<file path="src/design/mma_pkg.sv">
// Package for the matrix multiply-add core: sizes, codes, shared types and
// address helpers. No dependencies; mma_mac and the top level use it.
`timescale 1ns / 1ps
`default_nettype none

package mma_pkg;

  // Largest matrix dimension that the stores hold.
  localparam int unsigned MaxDim = 64;

  localparam int unsigned IdxW    = $clog2(MaxDim);
  localparam int unsigned DimW    = $clog2(MaxDim + 1);
  localparam int unsigned Depth   = MaxDim * MaxDim;
  localparam int unsigned AddrW   = $clog2(Depth);
  localparam int unsigned DataW   = 32;
  localparam int unsigned CfgW    = 7;
  localparam int unsigned CfgIdxW = 2;

  typedef logic [IdxW-1:0]  idx_t;
  typedef logic [DimW-1:0]  dim_t;
  typedef logic [AddrW-1:0] addr_t;
  typedef logic [DataW-1:0] data_t;
  typedef logic [CfgW-1:0]  cfg_t;

  localparam cfg_t DimRst = 7'd64;

  typedef enum logic [1:0] {
    OpWriteA   = 2'd0,
    OpWriteB   = 2'd1,
    OpReadProd = 2'd2,
    OpReadSum  = 2'd3
  } op_e;

  typedef enum logic [1:0] {
    StOk    = 2'd0,
    StRange = 2'd1,
    StShape = 2'd2
  } stat_e;

  typedef enum logic [CfgIdxW-1:0] {
    CfgRowsA    = 2'd0,
    CfgInnerDim = 2'd1,
    CfgColsB    = 2'd2
  } cfg_idx_e;

  // Control from the sequencer to the multiply-accumulate unit.
  typedef struct packed {
    logic clr;  // zero the accumulator
    logic vld;  // store read data is a valid operand pair
  } mac_ctl_t;

  // Clamp a programmed dimension to the store size.
  function automatic dim_t eff_dim(cfg_t v);
    dim_t d;
    if (32'(v) > MaxDim) begin
      d = DimW'(MaxDim);
    end else begin
      d = DimW'(v);
    end
    return d;
  endfunction

  // Row-major entry address.
  function automatic addr_t addr_of(idx_t r, idx_t c);
    return addr_t'(r) * addr_t'(MaxDim) + addr_t'(c);
  endfunction

endpackage

`default_nettype wire

</file>
<file path="src/design/mma_mac.sv">
// Multiply-accumulate unit: registered 32x32 product, then a 32-bit wrapping
// accumulate. Depends on mma_pkg.
`timescale 1ns / 1ps
`default_nettype none

module mma_mac (
  input  wire logic              clk_i,
  input  wire logic              rst_ni,
  input  wire mma_pkg::mac_ctl_t ctl_i,
  input  wire mma_pkg::data_t    a_i,
  input  wire mma_pkg::data_t    b_i,
  output mma_pkg::data_t         acc_o,
  output logic                   busy_o
);

  mma_pkg::data_t prod_q;
  mma_pkg::data_t acc_q;
  logic           prod_vld_q;

  always_ff @(posedge clk_i or negedge rst_ni) begin
    if (!rst_ni) begin
      prod_vld_q <= 1'b0;
    end else begin
      prod_vld_q <= ctl_i.vld;
    end
  end

  // Low half of the product is the same for signed and unsigned operands.
  always_ff @(posedge clk_i) begin
    if (ctl_i.vld) begin
      prod_q <= a_i * b_i;
    end
    if (ctl_i.clr) begin
      acc_q <= '0;
    end else if (prod_vld_q) begin
      acc_q <= acc_q + prod_q;
    end
  end

  assign acc_o  = acc_q;
  assign busy_o = prod_vld_q;

endmodule

`default_nettype wire

</file>
<file path="config.mk">
export PLATFORM = sky130hd
export DESIGN_NAME = mma_mac
export DESIGN_NICKNAME = d
export VERILOG_FILES = /design/src/design/mma_pkg.sv /design/src/design/mma_mac.sv
export SDC_FILE = /design/constraint.sdc
export NUM_CORES = 1
export LEC_CHECK = 0
export ABC_AREA = 1
export BUFFER_PORTS_ARGS = -buffer_cell sky130_fd_sc_hd__buf_2
export CAP_MARGIN = 25
export CORE_MARGIN = 1.5
export CORE_UTILIZATION = 30
export DETAILED_ROUTE_END_ITERATION = 16
export HOLD_SLACK_MARGIN = 0.15
export PLACE_DENSITY = 0.49
export SLEW_MARGIN = 5
export SYNTH_ARGS = -nofsm -noshare
export SYNTH_HDL_FRONTEND = slang
export SYNTH_SLANG_ARGS = --single-unit
export TNS_END_PERCENT = 1
</file>
<file path="constraint.sdc">
create_clock -name clk_i -period 2.7 [get_ports clk_i]
set_clock_uncertainty 0.05 [all_clocks]
set_input_delay 0.27 -clock clk_i [delete_from_list [all_inputs] [get_ports clk_i]]
set_output_delay 0.27 -clock clk_i [all_outputs]
set_load 0.01 [all_outputs]
</file>
==> impl_metrics.json <==
{
  "status": "complete, but fails checks",
  "violations": "setup timing",
  "fin_cells": 4011,
  "cts_root_buf": "clkbuf_16",
  "cp-startpoint": "a_i[12]",
  "cts_max_level": 3,
  "yosys_warnings": 0,
  "hold_class": "in2async",
  "synth_nets": 3420,
  "ys_ff_latch": 65,
  "ys_seq_area_share_pct": 7.81,
  "drcViolationCount": 0,
  "clk_pin_slew_ns": 0.06,
  "grt_pass1_wl_um": 99300,
  "grt_pass1_vias": 18300,
  "drive_above_1_share_pct": 17.8,
  "synth_cells": 2789,
  "postRouteAntennaNets": 0,
  "start_util_pct": 30.3,
  "fp.coreArea_um2": 68700,
  "grt_start_max_net_pins": 45,
  "pin_count": 101,
  "slew_headroom_pct": 49.4,
  "antenna_found_initial": 0,
  "syn_to_final_growth_pct": 24.0,
  "synth_edf_count": 32,
  "port_buffers": 100,
  "critPathSlowestCell": "fa_1",
  "yosysTopAreaCell": "fa_1",
  "dr.first_iter.drc_count": 717,
  "synthFlopType": "edfxtp_1",
  "cp_max_fo": 7,
  "netlist_area_um2": 20800,
  "criticalPathCategory": "in2reg",
  "die_x_um": 267,
  "dr.pass1.iters": 5,
  "period_minus_slack_ns": 6.15,
  "viasPerCell": 4.31,
  "cap_violations": 0,
  "setup_viol_count_final": 28,
  "synth.avg_cell_area_um2": 7.47,
  "rsz0062_at_grt": "yes",
  "fin_crit_sh_pct": 228,
  "numClockSinks": 65,
  "ys_types": 54,
  "final-hold-violation-count": 0,
  "cts_buffers": 9,
  "whs_ns": 0.190,
  "final_cell_mix": "inv_1 (794), nand2_1 (754), fa_1 (393)",
  "cts_tree": "yes",
  "cpPeakStageDelay_ns": 0.57,
  "diodes": 0,
  "worstSetupEndpointType": "flip-flop",
  "clock_tree.buffer_depth": 2,
  "synthArstFlopShare_pct": 1.54,
  "crit_path_start_kind": "input pin",
  "timing.final.ws_setup_ns": -3.45,
  "die_y_um": 267,
  "dp_hpwl_um": 54400,
  "routed_wl_um": 62200,
  "final_common_cell": "inv_1",
  "arrival_ns": 6.20,
  "grt-ovfl-total": 0,
  "pre_cts_ws_ns": -4.12,
  "worstReg2RegStart": "prod_q[20]",
  "max_freq_mhz": 163,
  "drt-wirelength-per-cell_um": 15.5,
  "synth_top_area_share_pct": 39.3,
  "cp.required_ns": 2.75,
  "slew_viol_final": 0,
  "crit_top_cell": "fa_1",
  "fin_nets": 3706,
  "dp_cells": 3980,
  "ys_top_cells_by_area": "fa_1 (39%), inv_1 (15%), nand2_1 (14%), ha_1 (9.2%), edfxtp_1 (4.6%)",
  "die-area_um2": 71100,
  "vias": 17300,
  "num_rows": 96,
  "gp_congestion": 0.910,
  "clock_latency_ns": 0.34,
  "gr-usage-all-layers_pct": 18.0,
  "tightest_slew_ns": 0.758
}
## final timing paths
check | end | slack [ns] | depth (start not counted)
setup / recovery | prod_q[26] | -3.45 | 26
hold / removal | busy_o | 0.19 | 2
setup reg to reg | acc_o[26] | 0.29 | 13
hold reg to reg | acc_o[21] | 0.48 | 2
max in group asynchronous | busy_o | 2.32 | 2
min in group clk_i | acc_o[31] | 0.41 | 2
## routing by layer
metal,wire length [µm],global-route usage [%]
met5,0,0
met4,893,3.06
met3,1180,0.867
met2,32200,33.7
met1,27900,23.0
## Yosys cell counts, drive strengths merged (2+ instances only)
library cell / count
a211oi: 2
a21boi: 7
a21o: 8
a21oi: 67
a31oi: 6
buf: 35
clkbuf: 79
dfxtp: 32
edfxtp: 32
fa: 409
ha: 154
inv: 812
nand2: 780
nand3: 72
nand3b: 13
nand4: 11
nor2: 110
nor3: 13
nor4: 2
o211ai: 7
o21a: 3
o21ai: 59
o21bai: 12
o221ai: 3
or2: 2
xnor2: 15
xor2: 36
## logic make-up after synthesis
| group | count (synthesis) | synth area share (%) |
|---|---|---|
| flops | 65 | 7.81 |
| buf+inv | 928 | 17.0 |
| simple gates | 1005 | 19.2 |
| compound gates | 177 | 5.24 |
| xor+xnor | 51 | 2.14 |
| fa+ha+maj | 563 | 48.5 |
## what timing repair did
item / CTS / global route
gates resized for setup: 168 / 58
cloned: 1 / 0
setup buffers: 7 / 7
hold buffers: 1 / 0
endpoints found under the setup margin: 29 / 28
pin swaps: 70 / 46
hold endpoints to repair: 1 / 0
## registers in the layout, indices dropped and copies added (netlist names)
register,cells
acc_o,32
prod_q,32
busy_o,1
## cell type report
cell class / instances / area (µm²)
Clock buffer: 9 / 225
Multi-Input combinational cell: 1796 / 16400
Inverter: 813 / 3050
Tap cell: 931 / 1160
Fill cell: 7323 / 42900
Sequential cell: 65 / 1630
Timing Repair Buffer: 390 / 3300
Clock inverter: 7 / 70.1
## worst max-delay path, delay by kind of cell
family | cells | cell delay, ns
simple gates | 5 | 0.43
xor+xnor | 1 | 0.14
buf+inv | 9 | 0.67
fa+ha+maj | 9 | 4.25
compound gates | 2 | 0.43
## per-stage QoR
step / setup TNS, ns / utilization, % / instance area, µm²
3_3_place_gp: -91.85 / 35.6 / 24400
2_1_floorplan: -77.64 / - / 21300
6_report: -75.79 / 37.6 / 25800
4_1_cts: -76.45 / 37.1 / 25500
3_5_place_dp: -92.47 / 35.6 / 24400
5_1_grt: -81.05 / 37.6 / 25800
Power is not shown: default switching activity piles up to over one toggle a cycle in this logic, so the estimate is an artifact.
